[config.mk]
export PLATFORM = sky130hd
export DESIGN_NAME = ber_tlv_stream_parser
export DESIGN_NICKNAME = d
export VERILOG_FILES = /design/src/design/btlv_pkg.sv /design/src/design/ber_tlv_stream_parser.sv /design/src/design/btlv_core.sv
export VERILOG_INCLUDE_DIRS = /design/src /design/src/design
export SDC_FILE = /design/constraint.sdc
export NUM_CORES = 1
export LEC_CHECK = 0
export BUFFER_PORTS_ARGS = -buffer_cell sky130_fd_sc_hd__buf_2
export CORE_ASPECT_RATIO = 1.25
export CORE_MARGIN = 2
export CORE_UTILIZATION = 45
export DETAILED_ROUTE_END_ITERATION = 12
export HOLD_SLACK_MARGIN = 0.15
export PLACE_DENSITY = 0.75
export SLEW_MARGIN = 20
export SYNTH_ARGS = -nofsm -noshare
export SYNTH_HDL_FRONTEND = slang
export SYNTH_SLANG_ARGS = --single-unit
[constraint.sdc]
create_clock -name i_clk -period 9.08 [get_ports i_clk]
set_input_delay 1.816 -clock i_clk [delete_from_list [all_inputs] [get_ports i_clk]]
set_output_delay 1.816 -clock i_clk [all_outputs]
set_load 0.1 [all_outputs]
[src/design/assert_macros.svh]
// assertion macros used by the btlv design file btlv_core
// no dependencies; included by btlv_core, which carries concurrent checks
`ifndef ASSERT_MACROS_SVH
`define ASSERT_MACROS_SVH
`ifndef SYNTHESIS
// same-cycle implication, disabled while reset is asserted
`define BTLV_ASSERT_SAME(label, clk, rst_n, ante, cons) \
    label: assert property (@(posedge clk) disable iff (!(rst_n)) (ante) |-> (cons)) \
        else $error("btlv same-cycle check failed");
// next-cycle implication, disabled while reset is asserted
`define BTLV_ASSERT_NEXT(label, clk, rst_n, ante, cons) \
    label: assert property (@(posedge clk) disable iff (!(rst_n)) (ante) |=> (cons)) \
        else $error("btlv next-cycle check failed");
`else
`define BTLV_ASSERT_SAME(label, clk, rst_n, ante, cons)
`define BTLV_ASSERT_NEXT(label, clk, rst_n, ante, cons)
`endif
`endif

[src/design/btlv_pkg.sv]
// types and constants for the ber tlv stream parser
// no dependencies; used by btlv_core and ber_tlv_stream_parser
`default_nettype none

package btlv_pkg;

    localparam int BYTE_W    = 8;
    localparam int LEN_W     = 16;
    localparam int WORD_W    = 32;
    localparam int LCNT_W    = 7;
    localparam int FORM_BIT  = 7;

    localparam logic [LEN_W-1:0] LEN_SAT   = 16'hFFFF;
    localparam logic [LEN_W-1:0] LEN_LIMIT = 16'h00FF;

    // parser phase; the code doubles as the role of the byte taken in that phase
    typedef enum logic [1:0] {
        PH_TAG  = 2'd0,
        PH_LEN1 = 2'd1,
        PH_LENX = 2'd2,
        PH_VAL  = 2'd3
    } t_phase;

    typedef struct packed {
        logic [1:0]        role;
        logic [BYTE_W-1:0] data;
        logic [BYTE_W-1:0] tag;
        logic [LEN_W-1:0]  len;
        logic [WORD_W-1:0] word;
        logic              done;
        logic              err;
    } t_result;

endpackage

`default_nettype wire

[src/design/ber_tlv_stream_parser.sv]
// top level of the ber tlv stream parser: input register, decode core, result register
// depends on btlv_pkg and btlv_core
//
// channel   direction  handshake                  payload
// in        input      i_in_valid / o_in_ready    i_byte_in, i_restart
// out       output     o_out_valid / i_out_ready  o_byte_role .. o_length_error
//
// one byte per cycle sustained while the output side is ready
// each byte passes input register -> decode and state update -> result register
// the parser state updates when a byte moves from the input register to the result register
// a stalled result register holds the byte in the input register; no new byte is taken meanwhile
// reset is synchronous, active low, and leaves the parser expecting a tag
`default_nettype none

module ber_tlv_stream_parser #(
    parameter int MAX_LENGTH_BYTES = 2,
    parameter int VALUE_WORD_BITS  = 32
) (
    input  wire logic        i_clk,
    input  wire logic        i_rst_n,
    input  wire logic        i_in_valid,
    output logic             o_in_ready,
    input  wire logic [7:0]  i_byte_in,
    input  wire logic        i_restart,
    output logic             o_out_valid,
    input  wire logic        i_out_ready,
    output logic [1:0]       o_byte_role,
    output logic [7:0]       o_byte_out,
    output logic [7:0]       o_tag_value,
    output logic [15:0]      o_value_length,
    output logic [31:0]      o_value_word,
    output logic             o_record_done,
    output logic             o_length_error
);

    logic                         r_in_valid;
    logic [btlv_pkg::BYTE_W-1:0]  r_in_byte;
    logic                         r_in_restart;
    logic                         r_out_valid;
    btlv_pkg::t_result            r_out;
    btlv_pkg::t_result            step_result;
    logic                         advance;
    logic                         step;

    // handshake control
    assign advance    = !r_out_valid || i_out_ready;
    assign step       = r_in_valid && advance;
    assign o_in_ready = !r_in_valid || advance;

    // input register
    always_ff @(posedge i_clk) begin
        if (!i_rst_n) begin
            r_in_valid <= 1'b0;
        end else if (o_in_ready) begin
            r_in_valid <= i_in_valid;
        end
    end

    always_ff @(posedge i_clk) begin
        if (o_in_ready && i_in_valid) begin
            r_in_byte    <= i_byte_in;
            r_in_restart <= i_restart;
        end
    end

    btlv_core #(
        .MAX_LENGTH_BYTES (MAX_LENGTH_BYTES),
        .VALUE_WORD_BITS  (VALUE_WORD_BITS)
    ) u_core (
        .i_clk     (i_clk),
        .i_rst_n   (i_rst_n),
        .i_step    (step),
        .i_byte    (r_in_byte),
        .i_restart (r_in_restart),
        .o_result  (step_result)
    );

    // result register
    always_ff @(posedge i_clk) begin
        if (!i_rst_n) begin
            r_out_valid <= 1'b0;
        end else if (advance) begin
            r_out_valid <= r_in_valid;
        end
    end

    always_ff @(posedge i_clk) begin
        if (step) begin
            r_out <= step_result;
        end
    end

    // output fields
    assign o_out_valid    = r_out_valid;
    assign o_byte_role    = r_out.role;
    assign o_byte_out     = r_out.data;
    assign o_tag_value    = r_out.tag;
    assign o_value_length = r_out.len;
    assign o_value_word   = r_out.word;
    assign o_record_done  = r_out.done;
    assign o_length_error = r_out.err;

endmodule

`default_nettype wire

[src/design/btlv_core.sv]
// tlv decode state machine: parser state registers and per-byte result logic
// depends on btlv_pkg and assert_macros.svh
`default_nettype none
`include "assert_macros.svh"

module btlv_core #(
    parameter int MAX_LENGTH_BYTES = 2,
    parameter int VALUE_WORD_BITS  = 32
) (
    input  wire logic                          i_clk,
    input  wire logic                          i_rst_n,
    input  wire logic                          i_step,
    input  wire logic [btlv_pkg::BYTE_W-1:0]   i_byte,
    input  wire logic                          i_restart,
    output btlv_pkg::t_result                  o_result
);

    localparam int VW = VALUE_WORD_BITS;

    btlv_pkg::t_phase                r_phase, n_phase;
    logic [btlv_pkg::BYTE_W-1:0]     r_tag, n_tag;
    logic [btlv_pkg::LCNT_W-1:0]     r_len_left, n_len_left;
    logic [btlv_pkg::LEN_W-1:0]      r_len_acc, n_len_acc;
    logic [btlv_pkg::LEN_W-1:0]      r_val_left, n_val_left;
    logic [VW-1:0]                   r_val_acc, n_val_acc;
    logic                            r_err, n_err;

    // state registers
    always_ff @(posedge i_clk) begin
        if (!i_rst_n) begin
            r_phase    <= btlv_pkg::PH_TAG;
            r_tag      <= '0;
            r_len_left <= '0;
            r_len_acc  <= '0;
            r_val_left <= '0;
            r_val_acc  <= '0;
            r_err      <= 1'b0;
        end else if (i_step) begin
            r_phase    <= n_phase;
            r_tag      <= n_tag;
            r_len_left <= n_len_left;
            r_len_acc  <= n_len_acc;
            r_val_left <= n_val_left;
            r_val_acc  <= n_val_acc;
            r_err      <= n_err;
        end
    end

    // next state and result for the byte at the input
    always_comb begin
        logic [btlv_pkg::LCNT_W-1:0] low;
        logic [btlv_pkg::LEN_W-1:0]  len_out;
        logic [VW+7:0]               shifted;
        btlv_pkg::t_phase            role;
        logic                        done;

        low        = i_byte[btlv_pkg::LCNT_W-1:0];
        len_out    = '0;
        shifted    = {r_val_acc, i_byte};
        role       = r_phase;
        done       = 1'b0;
        n_phase    = r_phase;
        n_tag      = r_tag;
        n_len_left = r_len_left;
        n_len_acc  = r_len_acc;
        n_val_left = r_val_left;
        n_val_acc  = r_val_acc;
        n_err      = r_err;

        if (i_restart || r_phase == btlv_pkg::PH_TAG) begin
            // new record: tag byte
            role       = btlv_pkg::PH_TAG;
            n_tag      = i_byte;
            n_len_left = '0;
            n_len_acc  = '0;
            n_val_left = '0;
            n_val_acc  = '0;
            n_err      = 1'b0;
            n_phase    = btlv_pkg::PH_LEN1;
        end else begin
            unique case (r_phase)
                btlv_pkg::PH_LEN1: begin
                    n_len_acc = '0;
                    if (!i_byte[btlv_pkg::FORM_BIT]) begin
                        // short form
                        n_len_acc  = btlv_pkg::LEN_W'(low);
                        len_out    = btlv_pkg::LEN_W'(low);
                        n_val_left = btlv_pkg::LEN_W'(low);
                        n_val_acc  = '0;
                        done       = (low == '0);
                        n_phase    = done ? btlv_pkg::PH_TAG : btlv_pkg::PH_VAL;
                    end else if (low == '0) begin
                        // indefinite form
                        n_err   = 1'b1;
                        done    = 1'b1;
                        n_phase = btlv_pkg::PH_TAG;
                    end else begin
                        // long form, count of length bytes
                        if (low > btlv_pkg::LCNT_W'(MAX_LENGTH_BYTES)) begin
                            n_err = 1'b1;
                        end
                        n_len_left = low;
                        n_phase    = btlv_pkg::PH_LENX;
                    end
                end
                btlv_pkg::PH_LENX: begin
                    if (!r_err) begin
                        if (r_len_acc > btlv_pkg::LEN_LIMIT) begin
                            n_len_acc = btlv_pkg::LEN_SAT;
                        end else begin
                            n_len_acc = {r_len_acc[btlv_pkg::BYTE_W-1:0], i_byte};
                        end
                    end
                    if (r_len_left != '0) begin
                        n_len_left = r_len_left - 1'b1;
                    end
                    len_out = n_len_acc;
                    if (n_len_left == '0) begin
                        if (r_err) begin
                            done    = 1'b1;
                            n_phase = btlv_pkg::PH_TAG;
                        end else begin
                            n_val_left = n_len_acc;
                            n_val_acc  = '0;
                            done       = (n_len_acc == '0);
                            n_phase    = done ? btlv_pkg::PH_TAG : btlv_pkg::PH_VAL;
                        end
                    end
                end
                btlv_pkg::PH_VAL: begin
                    n_val_acc = shifted[VW-1:0];
                    if (r_val_left != '0) begin
                        n_val_left = r_val_left - 1'b1;
                    end
                    if (n_val_left == '0) begin
                        done    = 1'b1;
                        n_phase = btlv_pkg::PH_TAG;
                    end
                    len_out = r_len_acc;
                end
                default: begin
                    n_phase = btlv_pkg::PH_TAG;
                end
            endcase
        end

        o_result.role = role;
        o_result.data = i_byte;
        o_result.tag  = n_tag;
        o_result.len  = len_out;
        o_result.word = (role == btlv_pkg::PH_VAL) ?
                        btlv_pkg::WORD_W'(n_val_acc) : '0;
        o_result.done = done;
        o_result.err  = n_err;
    end

    // a tag byte always moves the parser to the first length byte
    `BTLV_ASSERT_NEXT(a_tag_to_len1, i_clk, i_rst_n, i_step && (i_restart || r_phase == btlv_pkg::PH_TAG), r_phase == btlv_pkg::PH_LEN1)
    // the last byte of a record leaves the parser waiting for a tag
    `BTLV_ASSERT_NEXT(a_done_to_tag, i_clk, i_rst_n, i_step && o_result.done, r_phase == btlv_pkg::PH_TAG)
    // value phase always has bytes still owed
    `BTLV_ASSERT_SAME(a_val_nonzero, i_clk, i_rst_n, r_phase == btlv_pkg::PH_VAL, r_val_left != '0)
    // length phase always has length bytes still owed
    `BTLV_ASSERT_SAME(a_lenx_nonzero, i_clk, i_rst_n, r_phase == btlv_pkg::PH_LENX, r_len_left != '0)

endmodule

`default_nettype wire
==> results.json, run 1 <==
{
  "status": "finished, final reports clean",
  "synthFlopType": "dfxtp_1",
  "cp_common_cell": "buf_2",
  "clock.fmax_ghz": 0.2307,
  "startpoint_type": "input pin",
  "post_cts_resized": 0,
  "rows": 52,
  "synth_fp_nets": 751,
  "ant_nets": 0,
  "start_util_pct": 46.33,
  "grt_use_met1_pct": 26.35,
  "whs_ns": 0.4853,
  "cts-htree-levels": 4,
  "fin_util_pct": 52.32,
  "hp-start": "u_core.r_val_acc[28]",
  "totalWireLength_mm": 17.92,
  "grt_antenna_before_repair": 0,
  "cp.required_ns": 7.26,
  "via_count": 6013,
  "grt-ovfl-total": 0,
  "fillers": 1450,
  "drv_slew": 0,
  "io_buffers": 82,
  "met2_usage_pct": 33.86,
  "use_met3_pct": 3.758,
  "hold_viol_final": 0,
  "finalCriticalPeriod_ns": 4.335,
  "crit_path_max_fanout": 4,
  "post-route-period-util_pct": 47.74,
  "diodes": 0,
  "slew_headroom_pct": 35.12,
  "first_iter_violations": 940,
  "clk_path_buf_depth": 2,
  "clkLatencyLatePin_ns": 0.43,
  "nNetsFinal": 802,
  "drv_cap": 0,
  "post-cts-setup-buffers": 0,
  "cp-startpoint": "i_out_ready",
  "critPathTopFamily": "buffers and inverters",
  "ys_seq_area_share_pct": 53.00,
  "core_sq_um": 16270,
  "grt_usage_pct": 20.29,
  "ys_async_sr_fraction_pct": 0,
  "tns_ns": 0,
  "placed_cell_area_sq_um": 7895,
  "clk_pin_slew_ns": 0.07,
  "post-place-cells": 980,
  "crit_arrival_ns": 2.52,
  "fin_cells": 1012,
  "grt_first_pass_wirelength_mm": 28.50,
  "reg2reg_from": "u_core.r_phase[0]",
  "fp.dieH_microns": 148.7,
  "tightestPinTransition_ns": 0.9709,
  "criticalPathCategory": "in -> out",
  "first_pass_iters": 8,
  "yosysWarnings": 0,
  "dp_slack_ns": 4.746,
  "syn_avg_cell_area_sq_um": 10.30,
  "synth-edff-count": 77,
  "cts_hold_buffers": 0,
  "clock-root-buffer": "clkbuf_16",
  "p_total_mw": 1.687,
  "setup_viol": 0,
  "pin_count": 83,
  "cpPeakStageDelay_ns": 0.30,
  "netlist_area_sq_um": 7536,
  "rsz0062_at_grt": "no",
  "grt-busiest-layer": "met2",
  "p_per_area_nw_per_um2": 198.2,
  "critPathBufInv": 2,
  "cts_tree": "yes",
  "dpl.hpwl_mm": 11.64,
  "endpoint_kind": "primary output",
  "fin_skew_ns": 0.01283,
  "cts_sinks": 161,
  "hold_class": "reg -> reg",
  "place.gp.congestion": 0.9297,
  "drt-vias-per-instance": 5.942,
  "leakagePower_nw": 3.193,
  "drc_errors": 0,
  "drive_gt1_share_pct": 18.09,
  "ir_worst_vdd_v": 0.0001272,
  "die_area_sq_um": 17800,
  "grt_pass1_vias": 5387,
  "synth_cells": 732,
  "cp_slowest_cell": "buf_2",
  "yosys_register_bits": 161,
  "path_cells": "buf_2 -> nor2b_1 -> nand2_1 -> buf_2",
  "fin_ws_ns": 4.745,
  "design_area_sq_um": 8509,
  "netlist-cell-type-count": 76,
  "area_delta_synth_final_pct": 12.92,
  "wl_per_cell_microns": 17.71,
  "grt_max_degree": 51,
  "cts_buffers": 17,
  "die_x_microns": 119.7
}
-- worst paths after layout --
path	end	slack [ns]	cells after the start
worst max register to register	u_core.r_val_acc[9]	5.74	5
worst min-delay path	u_core.r_val_acc[28]	0.49	1
worst min register to register	u_core.r_val_acc[28]	0.49	1
worst max-delay path	o_in_ready	4.75	4
-- placed cells by master, fill, tap and decap left out, types with 13 or more instances in the layout --
master     synthesis  final
edfxtp_1          77     77
o21ai_0           33     33
a22oi_1           13     13
nand2_1           89     89
buf_2              4     82
nor2_1            72     71
a22o_1            62     62
nor3_1            15     15
a21oi_1           44     44
clkbuf_16          0     17
dfxtp_1           84     84
-- cell type report --
cell class	instances	area, sq um	share of cell area [%]
Sequential cell	161	3994	46.93
Multi-Input combinational cell	504	3139	36.89
Timing Repair Buffer	87	447.9	5.264
Clock buffer	17	425.4	4.999
Tap cell	216	270.3	3.176
Clock inverter	15	187.7	2.206
Inverter	12	45.04	0.5293
-- metal layers --
metal	up-vias	wire [microns]	share of wire, %
met5	-	0	0
met4	0	541	3.0
met3	56	1167	6.5
met2	271	8832	49
met1	2835	7383	41
li1	2851	-	-
-- power by group --
group / internal [mW] / total (mW) / switching (mW)
sequential: 0.778 / 0.794 / 0.0152
combinational: 0.0306 / 0.173 / 0.142
clock: 0.374 / 0.721 / 0.347
-- state kept, by name, summed over array words and instances, names as in the netlist, 2 cells and up --
name,count
o_byte_role,2
u_core.r_val_acc,32
u_core.r_val_left,16
r_in_byte,8
u_core.r_len_left,7
o_value_word,32
u_core.r_phase,2
o_byte_out,8
o_tag_value,8
o_value_length,16
u_core.r_tag,8
u_core.r_len_acc,16
-- cells in the mapped netlist (3+ instances only) --
library cell | n | share of area, %
o31ai_1 | 7 | 0.70
inv_1 | 12 | 0.60
o21ai_1 | 5 | 0.33
nor2b_1 | 4 | 0.33
buf_6 | 10 | 1.5
ha_1 | 6 | 1.0
a22o_1 | 62 | 7.2
o221ai_1 | 5 | 0.58
nor2_1 | 72 | 3.6
nor3_1 | 15 | 1.0
o41ai_1 | 4 | 0.46
nand4_1 | 5 | 0.42
mux2_2 | 3 | 0.45
xnor2_1 | 7 | 0.81
nor4_1 | 5 | 0.42
nand2b_1 | 10 | 0.83
mux2i_1 | 6 | 0.80
a311oi_1 | 8 | 0.93
and3_1 | 5 | 0.42
nand3_1 | 12 | 0.80
nand2_1 | 89 | 4.4
a21o_1 | 3 | 0.30
o21ai_0 | 33 | 2.2
buf_4 | 3 | 0.30
dfxtp_1 | 84 | 22
edfxtp_1 | 77 | 31
o22ai_1 | 3 | 0.25
clkbuf_1 | 26 | 1.3
a31oi_1 | 3 | 0.25
a22oi_1 | 13 | 1.3
buf_1 | 4 | 0.20
or2_2 | 3 | 0.25
or4_1 | 4 | 0.40
clkbuf_8 | 5 | 0.91
a21oi_1 | 44 | 2.9
nor3b_1 | 3 | 0.30
or3_1 | 4 | 0.33
buf_2 | 4 | 0.27
o211ai_1 | 12 | 1.2
-- cells by family after synthesis --
| kind of cell | count (synthesis) | synth area share, % |
|---|---|---|
| DFF | 161 | 53.00 |
| adders and majority gates | 6 | 0.9962 |
| and+or+nand+nor | 248 | 15.56 |
| buffers and inverters | 67 | 5.413 |
| xor gates and xnor gates | 9 | 1.046 |
| muxes | 9 | 1.245 |
| AOI/OAI and AO/OA | 232 | 22.75 |
(Power assumes the default switching activity.)
==> run 2, diff against run 1 <==
==> constraint.sdc (replaced) <==
create_clock -name i_clk -period 3.99 [get_ports i_clk]
set_input_delay 0.798 -clock i_clk [delete_from_list [all_inputs] [get_ports i_clk]]
set_output_delay 0.798 -clock i_clk [all_outputs]
set_load 0.1 [all_outputs]
==> run 2 against run 1 <==
- routed wire length grew 2.8%
- die area unchanged
- global-route usage is 0.76 points higher
- count of clock-buffer cells in the layout up 1
- clock power up 120%
- core utilization grew 0.34 points
- worst setup slack got worse by 3.7 ns
==> results.json, run 2 (synthesis gave the netlist of run 1 again) <==
{
  "status": "finished, final reports clean",
  "core_sq_um": 16270,
  "leakagePower_nw": 3.245,
  "pin_count": 83,
  "p_int_mw": 2.731,
  "grt_first_pass_wirelength_mm": 29.26,
  "fin_skew_ns": 0.008480,
  "nNetsFinal": 814,
  "first_iter_violations": 816,
  "clk_pin_slew_ns": 0.07,
  "first_pass_iters": 6,
  "area_delta_synth_final_pct": 13.65,
  "clkLatencyLatePin_ns": 0.43,
  "grt_use_met1_pct": 26.13,
  "criticalPathCategory": "reg -> reg",
  "start_util_pct": 46.33,
  "switching_power_mw": 1.075,
  "post-place-cells": 992,
  "power_frac_clock_pct": 42.0,
  "grt-busiest-layer": "met2",
  "post_cts_resized": 0,
  "ant_nets": 0,
  "cp.required_ns": 4.25,
  "endpoint_kind": "flop",
  "grt_usage_pct": 21.05,
  "io_buffers": 82,
  "crit_arrival_ns": 3.25,
  "cts_buffers": 17,
  "slew_headroom_pct": 43.60,
  "clk_path_buf_depth": 2,
  "hold_viol_final": 0,
  "rsz0062_at_grt": "no",
  "use_met3_pct": 4.371,
  "ir_worst_vdd_v": 0.0003349,
  "drt-vias-per-instance": 5.973,
  "die_area_sq_um": 17800,
  "crit_path_max_fanout": 18,
  "totalWireLength_mm": 18.42,
  "drv_slew": 0,
  "cts-htree-levels": 4,
  "startpoint_type": "flop",
  "cts_tree": "yes",
  "fp.dieH_microns": 148.7,
  "drv_cap": 0,
  "grt-ovfl-total": 0,
  "post-route-period-util_pct": 74.96,
  "wl_per_cell_microns": 17.99,
  "grt_antenna_before_repair": 0,
  "seqPwrFrac_pct": 47.2,
  "drc_errors": 0,
  "clock-root-buffer": "clkbuf_16",
  "tightestPinTransition_ns": 0.8460,
  "diodes": 0,
  "drive_gt1_share_pct": 19.06,
  "place.gp.congestion": 0.9341,
  "cts_sinks": 161,
  "finalCriticalPeriod_ns": 2.991,
  "switching_share_pct": 28.24,
  "grt_max_degree": 44,
  "cts_hold_buffers": 0,
  "setup_viol": 0,
  "grt_pass1_vias": 5633,
  "rows": 52,
  "via_count": 6116,
  "hold_class": "reg -> reg",
  "met2_usage_pct": 34.83,
  "post-cts-setup-buffers": 0,
  "power_frac_comb_pct": 10.8,
  "p_per_area_nw_per_um2": 444.4,
  "mostFrequentLayoutCells": "89 x nand2_1, 84 x dfxtp_1, 82 x buf_2, 77 x edfxtp_1, 71 x nor2_1",
  "final_common_cell": "nand2_1",
  "clock.fmax_ghz": 0.3344,
  "fin_cells": 1024,
  "tns_ns": 0,
  "dpl.hpwl_mm": 12.31,
  "die_x_microns": 119.7
}
==> run 2: per-layer routing <==
metal | wire (microns) | share of wire (%)
met2 | 9117 | 50
met1 | 7378 | 40
met5 | 0 | 0
met3 | 1189 | 6.5
met4 | 730 | 4.0
==> run 2: path summary, 6_finish.rpt <==
kind	startpoint	end	slack [ns]	depth (start not counted)
worst min register to register	u_core.r_val_acc[25]	u_core.r_val_acc[25]	0.48	1
worst max-delay path	u_core.r_err	o_record_done	1.0	6
worst max register to register	u_core.r_err	o_record_done	1.0	6
worst min-delay path	u_core.r_val_acc[25]	u_core.r_val_acc[25]	0.48	1
==> run 2: final cells by class <==
class / count / area [sq um]
clock buffer: 18 / 429.2
clock inverter: 14 / 150.1
fill: 1464 / 7701
inverter: 12 / 45.04
multi-input combinational: 504 / 3138
sequential: 161 / 3994
tap: 216 / 270.3
timing repair buffer: 99 / 538.0
==> run 2: worst max-delay path: stages (launching register included) <==
cell,delay (ns)
dfxtp_1,0.84
inv_1,0.43
o22ai_1,0.38
nor4b_1,0.40
nand3_1,0.19
a211o_2,0.37
a31oi_1,0.20
==> run 2: through the flow <==
step / setup slack (ns) / total power, mW / cell area [sq um] / hold WS, ns / utilization [%]
detailed placement: 1.107 / 2.241 / 7985 / 0.4611 / 49.09
finish: 0.9992 / 3.806 / 8564 / 0.4803 / 52.65
CTS: 1.059 / 3.822 / 8564 / 0.4831 / 52.65
floorplan: 0.1391 / 2.174 / 7536 / 0.4206 / -
global placement: 1.177 / 2.237 / 7985 / 0.4564 / 49.09
global route: 0.8550 / 3.916 / 8564 / 0.4973 / 52.65
==> run 2: power groups by stage <==
| stage | combinational [mW] | sequential, mW | clock, mW |
|---|---|---|---|
| 4_1_cts | 0.410 | 1.80 | 1.62 |
| 3_5_place_dp | 0.409 | 1.83 | 0 |
| 6_report | 0.410 | 1.80 | 1.60 |
| 5_1_grt | 0.430 | 1.80 | 1.69 |
| 2_1_floorplan | 0.152 | 2.02 | 0 |
| 3_3_place_gp | 0.405 | 1.83 | 0 |
==> run 3, diff against run 2 <==
--- a/config.mk
+++ b/config.mk
@@ -12,7 +12,7 @@
 export CORE_UTILIZATION = 45
 export DETAILED_ROUTE_END_ITERATION = 12
 export HOLD_SLACK_MARGIN = 0.15
-export PLACE_DENSITY = 0.75
+export PLACE_DENSITY = 0.77
 export SLEW_MARGIN = 20
 export SYNTH_ARGS = -nofsm -noshare
 export SYNTH_HDL_FRONTEND = slang
==> constraint.sdc (replaced) <==
create_clock -name i_clk -period 2.6 [get_ports i_clk]
set_input_delay 0.52 -clock i_clk [delete_from_list [all_inputs] [get_ports i_clk]]
set_output_delay 0.52 -clock i_clk [all_outputs]
set_load 0.1 [all_outputs]
==> run 3 against run 2 <==
- cell area grew 5.0%
- die area is the same
- final cell count grew 4.3%
- critical path depth grew 3
- critical endpoint is now u_core.r_phase[0]
==> results.json, run 3 (synthesis gave the netlist of run 1 again) <==
{
  "clkLatencyLatePin_ns": 0.43,
  "die_x_microns": 119.7,
  "drive_gt1_share_pct": 23.94,
  "io_buffers": 82,
  "pin_count": 83,
  "critPathTopFamily": "simple AND/OR/NAND/NOR gates",
  "p_total_mw": 5.926,
  "cts_sinks": 161,
  "slew_headroom_pct": 59.59,
  "place.gp.congestion": 0.9540,
  "startpoint_type": "flop",
  "grt-ovfl-total": 0,
  "ir_worst_vdd_v": 0.0004760,
  "cts-htree-levels": 4,
  "ant_nets": 0,
  "hold_viol_final": 0,
  "via_count": 6221,
  "clk_path_buf_depth": 2,
  "grt_max_degree": 59,
  "start_util_pct": 46.33,
  "criticalPathCategory": "reg -> reg",
  "dpl.hpwl_mm": 13.28,
  "wl_per_cell_microns": 18.16,
  "cp.required_ns": 2.96,
  "design_area_sq_um": 8992,
  "cts_buffers": 17,
  "setup_viol": 0,
  "cp_slowest_cell": "or3b_1",
  "hold_class": "in -> reg",
  "cts_tree": "yes",
  "clk_pin_slew_ns": 0.07,
  "core_sq_um": 16270,
  "crit_path_max_fanout": 6,
  "first_iter_violations": 862,
  "path_cells": "inv_1 -> ha_1 -> or3b_1 -> o31a_1 -> a31o_1 -> nand2b_1 -> o31ai_2 -> and3_1 -> mux2i_1",
  "placed_cell_area_sq_um": 8359,
  "grt_first_pass_wirelength_mm": 30.72,
  "drc_errors": 0,
  "fin_ws_ns": 0.1132,
  "leakagePower_nw": 3.475,
  "diodes": 0,
  "post-route-period-util_pct": 95.64,
  "status": "finished, final reports clean",
  "cts_hold_buffers": 0,
  "crit_arrival_ns": 2.85,
  "mostFrequentLayoutCells": "89 x nand2_1, 83 x dfxtp_1, 82 x buf_2, 77 x edfxtp_1, 71 x nor2_1",
  "drt-vias-per-instance": 5.825,
  "grt_pass1_vias": 5720,
  "fin_util_pct": 55.28,
  "totalWireLength_mm": 19.40,
  "fin_cells": 1068,
  "die_area_sq_um": 17800,
  "clock-root-buffer": "clkbuf_16",
  "rows": 52,
  "post-place-cells": 1035,
  "drv_slew": 0,
  "drv_cap": 0,
  "tightestPinTransition_ns": 0.6006,
  "fp.dieH_microns": 148.7,
  "nNetsFinal": 858,
  "rsz0062_at_grt": "yes",
  "area_delta_synth_final_pct": 19.33,
  "grt_antenna_before_repair": 0,
  "fin_skew_ns": 0.007189,
  "first_pass_iters": 6,
  "fillers": 1406,
  "finalCriticalPeriod_ns": 2.487,
  "p_per_area_nw_per_um2": 659.0,
  "final_common_cell": "nand2_1",
  "dp_slack_ns": -0.01769,
  "critPathBufInv": 1,
  "cpPeakStageDelay_ns": 0.39,
  "grt_usage_pct": 22.25,
  "clock.fmax_ghz": 0.4021,
  "endpoint_kind": "flop"
}
## run 3: layer usage
layer,wire (microns),global-route usage (%)
met2,9935,38.17
met3,1285,4.371
met5,0,0
met1,7721,27.74
met4,456,8.471
## run 3: worst paths after layout
| kind | start | endpoint | slack [ns] | cells after the start |
|---|---|---|---|---|
| setup / recovery | u_core.r_val_left[0] | u_core.r_phase[0] | 0.11 | 9 |
| hold / removal | i_byte_in[2] | r_in_byte[2] | 0.26 | 1 |
| setup reg to reg | u_core.r_val_left[0] | u_core.r_phase[0] | 0.11 | 9 |
| hold reg to reg | u_core.r_val_acc[24] | u_core.r_val_acc[24] | 0.48 | 1 |
## run 3: layout make-up
type	instances	area (sq um)	share of cell area, %
Clock buffer	17	425.4	4.731
Clock inverter	15	166.4	1.851
Inverter	12	45.04	0.5009
Multi-Input combinational cell	505	3176	35.31
Sequential cell	161	3995	44.43
Tap cell	216	270.3	3.005
Timing Repair Buffer	142	914.6	10.17
## run 3: report_power, final
group	switching [mW]	internal, mW
clock network	1.13	1.37
logic	0.535	0.147
registers	0.0292	2.72
## run 3: stage by stage
step,setup TNS (ns),hold WS [ns]
6_report,0,0.2601
5_1_grt,-0.01625,0.2463
4_1_cts,0,0.2523
3_5_place_dp,-0.06627,0.4567
3_3_place_gp,0,0.4559
2_1_floorplan,0,0.4206
## run 3: what timing repair did
item	4_1_cts	5_1_grt
setup endpoints to repair	31	31
endpoints found under the hold margin	0	0
resized for setup	1	6
buffers inserted	0	0
pin swaps	1	0
cloned	1	0
